===== src/hw/rtl/p2rf_pkg.sv =====
// Shared types and codes for the power-of-two ring FIFO.
package p2rf_pkg;

  typedef enum logic [1:0] {
    MODE_WRITE   = 2'd0,
    MODE_READ    = 2'd1,
    MODE_DISCARD = 2'd2,
    MODE_RESET   = 2'd3
  } mode_t;

  typedef enum logic [1:0] {
    STATUS_OK    = 2'd0,
    STATUS_FULL  = 2'd1,
    STATUS_EMPTY = 2'd2
  } status_t;

  typedef enum logic [1:0] {
    ST_IDLE,
    ST_EXEC,
    ST_BURST
  } state_t;

  localparam int unsigned COUNT_W = 7;
  localparam int unsigned LOG_W   = 3;
  localparam logic [LOG_W-1:0] LOG_RESET = 3'd6;

  // Controller to datapath
  typedef struct packed {
    logic load;   // capture a new request
    logic exec;   // carry out the captured request
    logic step;   // emit one item of a read burst
  } cmd_t;

  // Datapath to controller
  typedef struct packed {
    logic burst_go;    // read request with at least one item to give
    logic burst_last;  // current burst item is the final one
  } sts_t;

endpackage


===== src/hw/rtl/power_of_two_ring_fifo.sv =====
// Ring FIFO over a power-of-two store with wrap-bit pointers.
// A request is captured in the request registers, carried out in the execute
// state and its result registered at the outputs; a read with items to give
// runs as a burst from the registered store read port, its items on consecutive
// cycles. A new request is taken only while idle. Reset clears both pointers
// and sets the length to 2**LOG_RESET, capped at the store size; the receiver
// cannot stall, so each result is shown for one cycle only.
module power_of_two_ring_fifo #(
  parameter int unsigned DEPTH      = 64,
  parameter int unsigned ITEM_WIDTH = 32
) (
  input  logic                         clk,
  input  logic                         rst,
  input  logic                         start,
  output logic                         busy,
  input  logic [1:0]                   mode,
  input  logic [ITEM_WIDTH-1:0]        item_data,
  input  logic [p2rf_pkg::COUNT_W-1:0] count,
  input  logic                         cfg_we,
  input  logic [p2rf_pkg::LOG_W-1:0]   cfg_wdata,
  output logic                         result_valid,
  output logic [ITEM_WIDTH-1:0]        out_data,
  output logic [1:0]                   status,
  output logic [p2rf_pkg::COUNT_W-1:0] done_count,
  output logic [p2rf_pkg::COUNT_W-1:0] fill_level,
  output logic [p2rf_pkg::COUNT_W-1:0] free_space,
  output logic                         last
);
  import p2rf_pkg::*;

  // largest usable length log2: floor(log2(DEPTH))
  localparam int unsigned MAXLOG = $clog2(DEPTH + 1) - 1;

  cmd_t cmd;
  sts_t sts;

  p2rf_ctrl u_ctrl (
    .clk   (clk),
    .rst   (rst),
    .start (start),
    .busy  (busy),
    .sts   (sts),
    .cmd   (cmd)
  );

  p2rf_dpath #(
    .MAXLOG     (MAXLOG),
    .ITEM_WIDTH (ITEM_WIDTH)
  ) u_dpath (
    .clk          (clk),
    .rst          (rst),
    .cmd          (cmd),
    .sts          (sts),
    .mode         (mode),
    .item_data    (item_data),
    .count        (count),
    .cfg_we       (cfg_we),
    .cfg_wdata    (cfg_wdata),
    .result_valid (result_valid),
    .out_data     (out_data),
    .status       (status),
    .done_count   (done_count),
    .fill_level   (fill_level),
    .free_space   (free_space),
    .last         (last)
  );

endmodule


===== src/hw/rtl/p2rf_ctrl.sv =====
// Request sequencer for the ring FIFO.
module p2rf_ctrl (
  input  logic          clk,
  input  logic          rst,
  input  logic          start,
  output logic          busy,
  input  p2rf_pkg::sts_t sts,
  output p2rf_pkg::cmd_t cmd
);
  import p2rf_pkg::*;

  state_t state, state_next;

  always_ff @(posedge clk) begin
    if (rst) begin
      state <= ST_IDLE;
    end else begin
      state <= state_next;
    end
  end

  always_comb begin
    state_next = state;
    unique case (state)
      ST_IDLE: begin
        if (start) state_next = ST_EXEC;
      end
      ST_EXEC: begin
        state_next = sts.burst_go ? ST_BURST : ST_IDLE;
      end
      ST_BURST: begin
        if (sts.burst_last) state_next = ST_IDLE;
      end
      default: state_next = ST_IDLE;
    endcase
  end

  always_comb begin
    busy     = 1'b1;
    cmd.load = 1'b0;
    cmd.exec = 1'b0;
    cmd.step = 1'b0;
    unique case (state)
      ST_IDLE: begin
        busy     = 1'b0;
        cmd.load = start;
      end
      ST_EXEC:  cmd.exec = 1'b1;
      ST_BURST: cmd.step = 1'b1;
      default:  busy = 1'b1;
    endcase
  end

endmodule


===== src/hw/rtl/p2rf_dpath.sv =====
// Pointers, item store and result registers of the ring FIFO.
module p2rf_dpath #(
  parameter int unsigned MAXLOG     = 6,
  parameter int unsigned ITEM_WIDTH = 32
) (
  input  logic                             clk,
  input  logic                             rst,
  input  p2rf_pkg::cmd_t                   cmd,
  output p2rf_pkg::sts_t                   sts,
  input  logic [1:0]                       mode,
  input  logic [ITEM_WIDTH-1:0]            item_data,
  input  logic [p2rf_pkg::COUNT_W-1:0]     count,
  input  logic                             cfg_we,
  input  logic [p2rf_pkg::LOG_W-1:0]       cfg_wdata,
  output logic                             result_valid,
  output logic [ITEM_WIDTH-1:0]            out_data,
  output logic [1:0]                       status,
  output logic [p2rf_pkg::COUNT_W-1:0]     done_count,
  output logic [p2rf_pkg::COUNT_W-1:0]     fill_level,
  output logic [p2rf_pkg::COUNT_W-1:0]     free_space,
  output logic                             last
);
  import p2rf_pkg::*;

  localparam int unsigned PW    = MAXLOG + 1;
  localparam int unsigned KW    = $clog2(MAXLOG + 1);
  localparam int unsigned SLOTS = 1 << MAXLOG;

  logic [ITEM_WIDTH-1:0] mem [SLOTS];
  logic [ITEM_WIDTH-1:0] rdata;

  logic [PW-1:0]         rptr, rptr_next;
  logic [PW-1:0]         wptr, wptr_next;
  logic [KW-1:0]         klog;
  mode_t                 req_mode;
  logic [ITEM_WIDTH-1:0] req_data;
  logic [COUNT_W-1:0]    req_count;
  logic [COUNT_W-1:0]    remain;
  logic [COUNT_W-1:0]    burst_n;

  logic [PW-1:0]         ptr_mask;
  logic [PW-1:0]         len;
  logic [MAXLOG-1:0]     idx_mask;
  logic [PW-1:0]         fill;
  logic [PW-1:0]         fill_after;
  logic [COUNT_W-1:0]    fill_ext;
  logic [COUNT_W-1:0]    n;
  logic                  mem_we;

  logic                  emit;
  logic [ITEM_WIDTH-1:0] emit_data;
  status_t               emit_status;
  logic [COUNT_W-1:0]    emit_done;
  logic                  emit_last;

  assign ptr_mask = {PW{1'b1}} >> (KW'(MAXLOG) - klog);
  assign len      = (ptr_mask >> 1) + PW'(1);
  assign idx_mask = ptr_mask[PW-1:1];
  assign fill     = (wptr - rptr) & ptr_mask;
  assign fill_ext = COUNT_W'(fill);
  assign n        = (req_count < fill_ext) ? req_count : fill_ext;

  assign sts.burst_go   = (req_mode == MODE_READ) && (n != '0);
  assign sts.burst_last = (remain == COUNT_W'(1));

  always_comb begin
    rptr_next   = rptr;
    wptr_next   = wptr;
    mem_we      = 1'b0;
    emit        = 1'b0;
    emit_data   = '0;
    emit_status = STATUS_OK;
    emit_done   = '0;
    emit_last   = 1'b1;
    if (cmd.exec) begin
      case (req_mode)
        MODE_WRITE: begin
          emit = 1'b1;
          if (fill == len) begin
            emit_status = STATUS_FULL;
          end else begin
            mem_we    = 1'b1;
            wptr_next = (wptr + PW'(1)) & ptr_mask;
            emit_done = COUNT_W'(1);
          end
        end
        MODE_READ: begin
          // a read with items to give runs as a burst instead
          if (fill == '0) begin
            emit        = 1'b1;
            emit_status = STATUS_EMPTY;
          end else if (n == '0) begin
            emit = 1'b1;
          end
        end
        MODE_DISCARD: begin
          emit      = 1'b1;
          rptr_next = (rptr + n[PW-1:0]) & ptr_mask;
          emit_done = n;
        end
        default: begin
          emit      = 1'b1;
          rptr_next = '0;
          wptr_next = '0;
        end
      endcase
    end else if (cmd.step) begin
      emit      = 1'b1;
      emit_data = rdata;
      rptr_next = (rptr + PW'(1)) & ptr_mask;
      emit_done = burst_n;
      emit_last = sts.burst_last;
    end
  end

  assign fill_after = (wptr_next - rptr_next) & ptr_mask;

  // Store and registered read port; read address tracks the next read pointer
  always_ff @(posedge clk) begin
    if (mem_we) begin
      mem[wptr[MAXLOG-1:0] & idx_mask] <= req_data;
    end
    rdata <= mem[rptr_next[MAXLOG-1:0] & idx_mask];
  end

  always_ff @(posedge clk) begin
    if (rst) begin
      rptr         <= '0;
      wptr         <= '0;
      klog         <= (LOG_RESET > LOG_W'(MAXLOG)) ? KW'(MAXLOG) : KW'(LOG_RESET);
      result_valid <= 1'b0;
    end else if (cfg_we) begin
      // saturate to the store size and restart the queue
      rptr         <= '0;
      wptr         <= '0;
      klog         <= (cfg_wdata > LOG_W'(MAXLOG)) ? KW'(MAXLOG) : KW'(cfg_wdata);
      result_valid <= 1'b0;
    end else begin
      rptr         <= rptr_next;
      wptr         <= wptr_next;
      result_valid <= emit;
    end
  end

  always_ff @(posedge clk) begin
    if (cmd.load) begin
      req_mode  <= mode_t'(mode);
      req_data  <= item_data;
      req_count <= count;
    end
    if (cmd.exec) begin
      remain  <= n;
      burst_n <= n;
    end else if (cmd.step) begin
      remain <= remain - COUNT_W'(1);
    end
    if (emit) begin
      out_data   <= emit_data;
      status     <= emit_status;
      done_count <= emit_done;
      fill_level <= COUNT_W'(fill_after);
      free_space <= COUNT_W'(len - fill_after);
      last       <= emit_last;
    end
  end

endmodule


===== config.mk =====
export PLATFORM = sky130hd
export DESIGN_NAME = power_of_two_ring_fifo
export DESIGN_NICKNAME = d
export VERILOG_FILES = /design/src/hw/rtl/p2rf_pkg.sv /design/src/hw/rtl/power_of_two_ring_fifo.sv /design/src/hw/rtl/p2rf_ctrl.sv /design/src/hw/rtl/p2rf_dpath.sv
export SDC_FILE = /design/constraint.sdc
export NUM_CORES = 2
export LEC_CHECK = 0
export BUFFER_PORTS_ARGS = -buffer_cell sky130_fd_sc_hd__buf_2
export CORE_MARGIN = 5
export CORE_UTILIZATION = 40
export DETAILED_ROUTE_END_ITERATION = 10
export GPL_TIMING_DRIVEN = 0
export PLACE_DENSITY = 0.63
export SLEW_MARGIN = 5
export SYNTH_ARGS = -nofsm -noshare
export SYNTH_HDL_FRONTEND = slang
export SYNTH_SLANG_ARGS = --single-unit

===== constraint.sdc =====
create_clock -name clk -period 15.7 [get_ports clk]
set_input_delay 0.785 -clock clk [delete_from_list [all_inputs] [get_ports clk]]
set_output_delay 0.785 -clock clk [all_outputs]
set_load 0.01 [all_outputs]

**Word level (Yosys, flattened, before mapping)**

Memory sizes are Yosys's and may differ from the RTL's. A register that Yosys moved wholly into a read port is not among the register bits.
Cells that the tools add are included.

- Add/subtract/negate cells: 9
- Bitwise logic cells: 8
- Shift-type cells: 1
- Reductions and logical operators: 12
- Order comparisons: 2
- Multiplexer cells: 35
- Eq/ne operators: 8

Operator list:

| kind | number |
|---|---|
| 2-to-1 mux 7 bit | 9 |
| one-hot mux 7 bit (2 select lines) | 3 |
| AND 7 bit | 5 |
| subtractor 7 bit | 3 |
| 2-to-1 mux 1 bit | 16 |
| adder 7 x 1 -> 7 bit, second input constant | 2 |
| logical NOT 7 bit | 2 |
| AND 6 bit | 2 |
| 2-to-1 mux 2 bit | 4 |
| OR reduction 2 bit | 4 |
| adder 6 x 1 -> 7 bit, second input constant | 1 |
| adder 7 bit | 1 |
| == test 7 x 1 -> 1 bit, second input constant | 1 |
| == test 7 bit | 1 |
| less-than comparator 7 bit | 1 |
| nonzero test 7 bit | 1 |
| >> shifter 7 x 3 -> 7 bit, first input constant | 1 |
| subtractor 7 x 1 -> 7 bit, second input constant | 1 |
| one-hot mux 2 bit (3 select lines) | 1 |
| == test 2 x 1 -> 1 bit, second input constant | 2 |
| == test 2 bit, second input constant | 2 |
| logical NOT 2 bit | 2 |
| != test 2 bit, second input constant | 2 |
| one-hot mux 2 bit (2 select lines) | 1 |
| 7 further kinds | 7 |

- Output and inout bits: 58
- Memories kept: 1
- Register bits: 131
- Bits of input ports: 48
- RAM bits: 2,048
- Word-level logic and storage cells: 92

Memories:

| memory | words | width | rd ports | clocked after Yosys merged registers in | write ports | line | RTL |
|---|---|---|---|---|---|---|---|
| u_dpath.mem | 64 | 32 | 1 | 1 | 1 | p2rf_dpath.sv:29 | `logic [ITEM_WIDTH-1:0] mem [SLOTS];` |

**Depth between registers and ports, before layout**

- Depth in word-level cells: 12
- Depth in mapped cells: 34
- Depth with buffers taken out: 33

**Modules after synthesis**

A second synthesis with hierarchy kept.

- Cell total of the unflattened synthesis: 6,284
- Area total of the unflattened synthesis: 87,946.8 sq um

By module, submodules not included:

| module | cells an instance | times used | area an instance (sq um) | sequential area each (sq um) |
|---|---|---|---|---|
| p2rf_dpath | 6,274 | 1 | 87,851.8 | 65,833.1 |
| p2rf_ctrl | 10 | 1 | 95.1 | 40.0 |

**Worst setup path after synthesis**

OpenSTA, ideal clock, no wires.

- Path type: register -> register
- From: register u_dpath.wptr[0]
- To: register u_dpath.done_count[0] (netlist name), enable pin
- Library setup time: 489 ps
- Buffers on the path: 1
- Path slack: 9,135 ps
- Stages on the path, launching flop included: 16
- Period minus slack after synthesis: 6,565 ps
- Required time: 15,211 ps
- Arrival: 6,076 ps
- Cell sequence: dfxtp_1 > clkbuf_1 > inv_1 > ha_1 > inv_1 > fa_1 > a21o_1 > a221oi_2 > xnor2_1 > nand2_1 > ha_1 > o211ai_1 > o21ai_2 > mux2i_1 > a41oi_1 > a21oi_1

- Cells in the longest elaborated chain, start to end: 9
- Elaborated cells between the ends (all ways): 10
- Classes of those cells: 1 x add/sub; 1 x order compare; 5 x mux; 1 x bitwise; 2 x reduce/logical

RTL lines:

| item | line | RTL |
|---|---|---|
| start, declared | p2rf_dpath.sv:33 | `logic [PW-1:0] wptr, wptr_next;` |
| start signal, assigned | p2rf_dpath.sv:140 | `wptr <= wptr_next;` |
| subtractor 7 bit * | p2rf_dpath.sv:59 | `assign fill = (wptr - rptr) & ptr_mask;` |
| AND 7 bit * | p2rf_dpath.sv:59 |  |
| less-than comparator 7 bit | p2rf_dpath.sv:61 | `assign n = (req_count < fill_ext) ? req_count : fill_ext;` |
| 2-to-1 mux 7 bit | p2rf_dpath.sv:61 |  |
| logical NOT 7 bit | p2rf_dpath.sv:92 | `end else if (n == '0) begin` |
| 2-to-1 mux 1 bit | p2rf_dpath.sv:92 |  |
| 2-to-1 mux 1 bit * | p2rf_dpath.sv:89 | `if (fill == '0) begin` |
| 2-to-1 mux 1 bit * | p2rf_dpath.sv:76 | `case (req_mode)` |
| 2-to-1 mux 1 bit * | p2rf_dpath.sv:75 | `if (cmd.exec) begin` |
| via u_dpath.emit | p2rf_dpath.sv:50 | `logic emit;` |
| end signal, assigned | p2rf_dpath.sv:160 | `done_count <= emit_done;` |
| end, declared | p2rf_dpath.sv:18 | `output logic [p2rf_pkg::COUNT_W-1:0] done_count,` |

Mark *: on every way through the listed nets, which the timed path passes. The rest lies on a longest branch.
A chain may end at the register's enable or synchronous reset.

**Worst setup path after layout**

- From: register u_dpath.wptr[0]
- To: register u_dpath.rdata[2] (read register of u_dpath.mem)

- Cells in the longest elaborated chain, start to end: 9

RTL lines:

| item | line | RTL |
|---|---|---|
| subtractor 7 bit * | p2rf_dpath.sv:59 |  |
| AND 7 bit * | p2rf_dpath.sv:59 |  |
| less-than comparator 7 bit | p2rf_dpath.sv:61 |  |
| 2-to-1 mux 7 bit * | p2rf_dpath.sv:61 |  |
| via u_dpath.n[0] | p2rf_dpath.sv:47 | `logic [COUNT_W-1:0] n;` |
| adder 7 bit * | p2rf_dpath.sv:98 | `rptr_next = (rptr + n[PW-1:0]) & ptr_mask;` |
| AND 7 bit * | p2rf_dpath.sv:98 |  |
| one-hot mux 7 bit (2 select lines) * | p2rf_dpath.sv:76 |  |
| 2-to-1 mux 7 bit * | p2rf_dpath.sv:75 |  |
| via u_dpath.rptr_next[0] | p2rf_dpath.sv:32 | `logic [PW-1:0] rptr, rptr_next;` |
| AND 6 bit * | p2rf_dpath.sv:123 | `rdata <= mem[rptr_next[MAXLOG-1:0] & idx_mask];` |
| end, declared | p2rf_dpath.sv:30 | `logic [ITEM_WIDTH-1:0] rdata;` |

Marked as above.

==> flow_metrics.env <==
export IMPL_drt_iter0_drc=8069
export IMPL_die_area_um2=228000
export IMPL_dpl_cell_area_um2=95700
export IMPL_powerDensity_nw_per_um2=119
export IMPL_clkLatencyLatePin_ps=850
export IMPL_vias_per_cell=5.86
export IMPL_startpoint_type="flop"
export IMPL_finalHoldViolations=0
export IMPL_power_frac_clock_pct=41.8
export IMPL_slew_limit_headroom_pct=-1.20
export IMPL_post_route_util_pct=47.2
export IMPL_row_count=171
export IMPL_h_tree_depth=4
export IMPL_grt_pass1_wl_um=374000
export IMPL_finalPower_uw=12200
export IMPL_p_switching_uw=2590
export IMPL_clock_sinks=2211
export IMPL_startpoint="u_dpath.wptr[0]$_SDFF_PP0_"
export IMPL_tritoncts="yes"
export IMPL_netlist_instances=5443
export IMPL_clkTransAtPathRegs_ps=70
export IMPL_num_io_pins=106
export IMPL_cts_resized=0
export IMPL_rr_endpoint="u_dpath.rdata[2]$_DFF_P_"
export IMPL_comb_power_share_pct=4.2
export IMPL_setup_viol=0
export IMPL_cts_buffers=209
export IMPL_path_delay_family="compound AO/OA/AOI/OAI gates"
export IMPL_post_synth_top_area_fraction_pct=74.2
export IMPL_rsz0062_at_grt="false"
export IMPL_fp_dieW_um=477
export IMPL_fin_crit_ps=9770
export IMPL_critPathCaptureType="flop"
export IMPL_vias=52500
export IMPL_pre_cts_slack_ps=6150
export IMPL_finalInstanceArea_um2=103000
export IMPL_crit_top_cell="a311oi_1"
export IMPL_rr_worst_depth=26
export IMPL_syn_num_nets=5542
export IMPL_synth_warnings=0
export IMPL_reg2reg_setup_slack_ps=5930
export IMPL_grt_max_degree=42
export IMPL_holdBufCountCts=0
export IMPL_yosysSeqAreaShare_pct=75.4
export IMPL_yosys_top_cells_area="edfxtp_1, mux4_2, nand2_1"
export IMPL_track_usage_pct=22.8
export IMPL_cts_setup_buffers=0
export IMPL_grt_antenna_before_repair=16
export IMPL_synth_edf_count=2159
export IMPL_r2r_start="u_dpath.wptr[0]$_SDFF_PP0_"
export IMPL_synth_commonest_cells="edfxtp_1, nand2_1, nand3_1"
export IMPL_violations="capacitance limit, slew limit"
export IMPL_fp_dieH_um=477
export IMPL_cts_root_buf="clkbuf_16"
export IMPL_wl_per_cell_um=29.7
export IMPL_finalSetupTns_ps=0
export IMPL_port_buffers=105
export IMPL_sw_frac_of_total_pct=21.3
export IMPL_gp_congestion=0.903
export IMPL_synthFlopType="edfxtp_1"
export IMPL_fmax_mhz=102
export IMPL_fin_crit_sh_pct=62.2
export IMPL_overflow=0
export IMPL_ant_nets=0
export IMPL_yosysTopAreaCell="edfxtp_1"
export IMPL_max_cap_viol_count=1
export IMPL_clockBufferDepth=3
export IMPL_cpPeakStageDelay_ps=1230
export IMPL_syn_to_final_growth_pct=17.4
export IMPL_drive_gt1_share_pct=18.7
export IMPL_seqPwrFrac_pct=54.0
export IMPL_maxSlewViolCount=2
export IMPL_crit_end="u_dpath.rdata[2]$_DFF_P_"
export IMPL_synth_most_common_cell="edfxtp_1"
export IMPL_critPathMaxFanout=10
export IMPL_ir_drop_mv=0.0902
export IMPL_power_leakage_uw=0.0339
export IMPL_ys_ff_latch=2211
export IMPL_firstDrtPassIters=6
export IMPL_worstHoldStart="count[6]"
export IMPL_grt_pass1_vias=50400
export IMPL_skew_ps=63.8
export IMPL_cp_arrival_ps=10390
export IMPL_fin_nets=6015
export IMPL_syn_cell_area_um2=87400
export IMPL_avgSynthCellArea_um2=16.0
export IMPL_setup_ws_ps=5930
export IMPL_critical_path_depth=26
export IMPL_worst_slew_pin_slew_ps=1510
export IMPL_dp_hpwl_um=188000
export IMPL_initial_core_util_pct=40.2
export IMPL_async_reset_ff_share_pct=0
export IMPL_drt_total_wl_um=266000
export IMPL_required_ps=16320
export IMPL_status="finished with violations"
export IMPL_worst_path_buf_inv=5
export IMPL_crit_type="reg -> reg"
export IMPL_crit_slowest_cell="a311oi_1"
export IMPL_core_um2=217000
export IMPL_drc=0
export IMPL_yosys_cell_types_count=70
export IMPL_hold_class="in -> reg"
export IMPL_power_internal_uw=9570
==> state kept, by name (all words and copies together) (netlist names) <==
signal / cells
u_ctrl.state: 2
u_dpath.burst_n: 7
u_dpath.done_count: 7
u_dpath.fill_level: 7
u_dpath.free_space: 7
u_dpath.klog: 3
u_dpath.last: 1
u_dpath.mem: 2048
u_dpath.out_data: 32
u_dpath.rdata: 32
u_dpath.remain: 7
u_dpath.req_count: 7
u_dpath.req_data: 32
u_dpath.req_mode: 2
u_dpath.result_valid: 1
u_dpath.rptr: 7
u_dpath.status: 2
u_dpath.wptr: 7
==> stage by stage <==
step / hold WS, ps / std cells
finish: 121 / 8962
global route: 79.9 / 8957
CTS: 68.5 / 8948
detailed placement: 498 / 8559
global placement: 476 / 8402
floorplan: 456 / 5443
==> kinds of logic (layout without fill, tap and decap cells) <==
kind of cell	after synthesis	after routing	synth area share [%]
buffers and inverters	385	1036	2.08
AND/OR/NAND/NOR	2057	2057	10.2
XOR/XNOR	37	37	0.371
adder cells (fa/ha/maj)	52	52	0.776
AO/OA/AOI/OAI	393	393	3.42
flip-flops	2211	2211	75.4
other	0	14	0
multiplexers	308	308	7.75
==> cells in the final DEF, fill, tap and decap left out, types with 10 or more instances in the layout <==
| cell type | instances |
|---|---|
| edfxtp_1 | 2159 |
| nand2_1 | 1216 |
| nand3_1 | 540 |
| mux4_2 | 294 |
| buf_2 | 261 |
| clkbuf_16 | 218 |
| a311oi_1 | 194 |
| clkbuf_1 | 181 |
| and3_1 | 85 |
| buf_16 | 81 |
| nor2_4 | 64 |
| buf_12 | 61 |
| a21oi_1 | 55 |
| inv_1 | 54 |
| dfxtp_1 | 52 |
| nor2_1 | 47 |
| ha_1 | 47 |
| a31oi_1 | 39 |
| and2_1 | 38 |
| clkinv_1 | 37 |
| clkinv_2 | 37 |
| xnor2_1 | 28 |
| o21ai_0 | 23 |
| buf_6 | 18 |
| buf_1 | 17 |
| bufinv_16 | 16 |
| buf_8 | 15 |
| diode_2 | 14 |
| nor3_1 | 13 |
| clkbuf_8 | 12 |
| nor2b_1 | 11 |
| buf_4 | 11 |
| o21ai_1 | 11 |
| a211oi_1 | 11 |
| nand2b_1 | 10 |
==> per-layer routing <==
metal	vias to the layer above	global-route usage, %	routed length (um)
met5	-	0	25
met4	4	9.34	12400
met3	493	5.10	31100
met2	3181	34.5	120000
met1	26900	32.1	103000
li1	21900	-	-
==> layout make-up <==
type / instances / area, um^2
Multi-Input combinational cell: 2847 / 20200
Timing Repair Buffer: 262 / 4200
Fill cell: 18000 / 115000
Antenna cell: 14 / 35.0
Buffer: 331 / 1620
Clock inverter: 104 / 1050
Tap cell: 2854 / 3570
Inverter: 54 / 203
Clock buffer: 285 / 5830
Sequential cell: 2211 / 65900
==> worst min-delay path by stage <==
stage                                          end  cells past startpoint
CTS                  u_dpath.req_data[0]$_DFFE_PP_                      1
global route         u_dpath.req_data[0]$_DFFE_PP_                      1
floorplan             u_dpath.klog[0]$_SDFFE_PP0P_                      2
finish              u_dpath.req_count[6]$_DFFE_PP_                      1
detailed placement    u_dpath.klog[0]$_SDFFE_PP0P_                      2
global placement      u_dpath.klog[0]$_SDFFE_PP0P_                      2
==> power by group through the flow <==
stage / combinational, uW / sequential (uW) / clock, uW
6_report: 509 / 6570 / 5090
4_1_cts: 503 / 6570 / 5130
2_1_floorplan: 186 / 6730 / 0
3_5_place_dp: 503 / 6690 / 0
3_3_place_gp: 313 / 6800 / 0
5_1_grt: 534 / 6570 / 5380
Power figures use the tool's default switching activity.
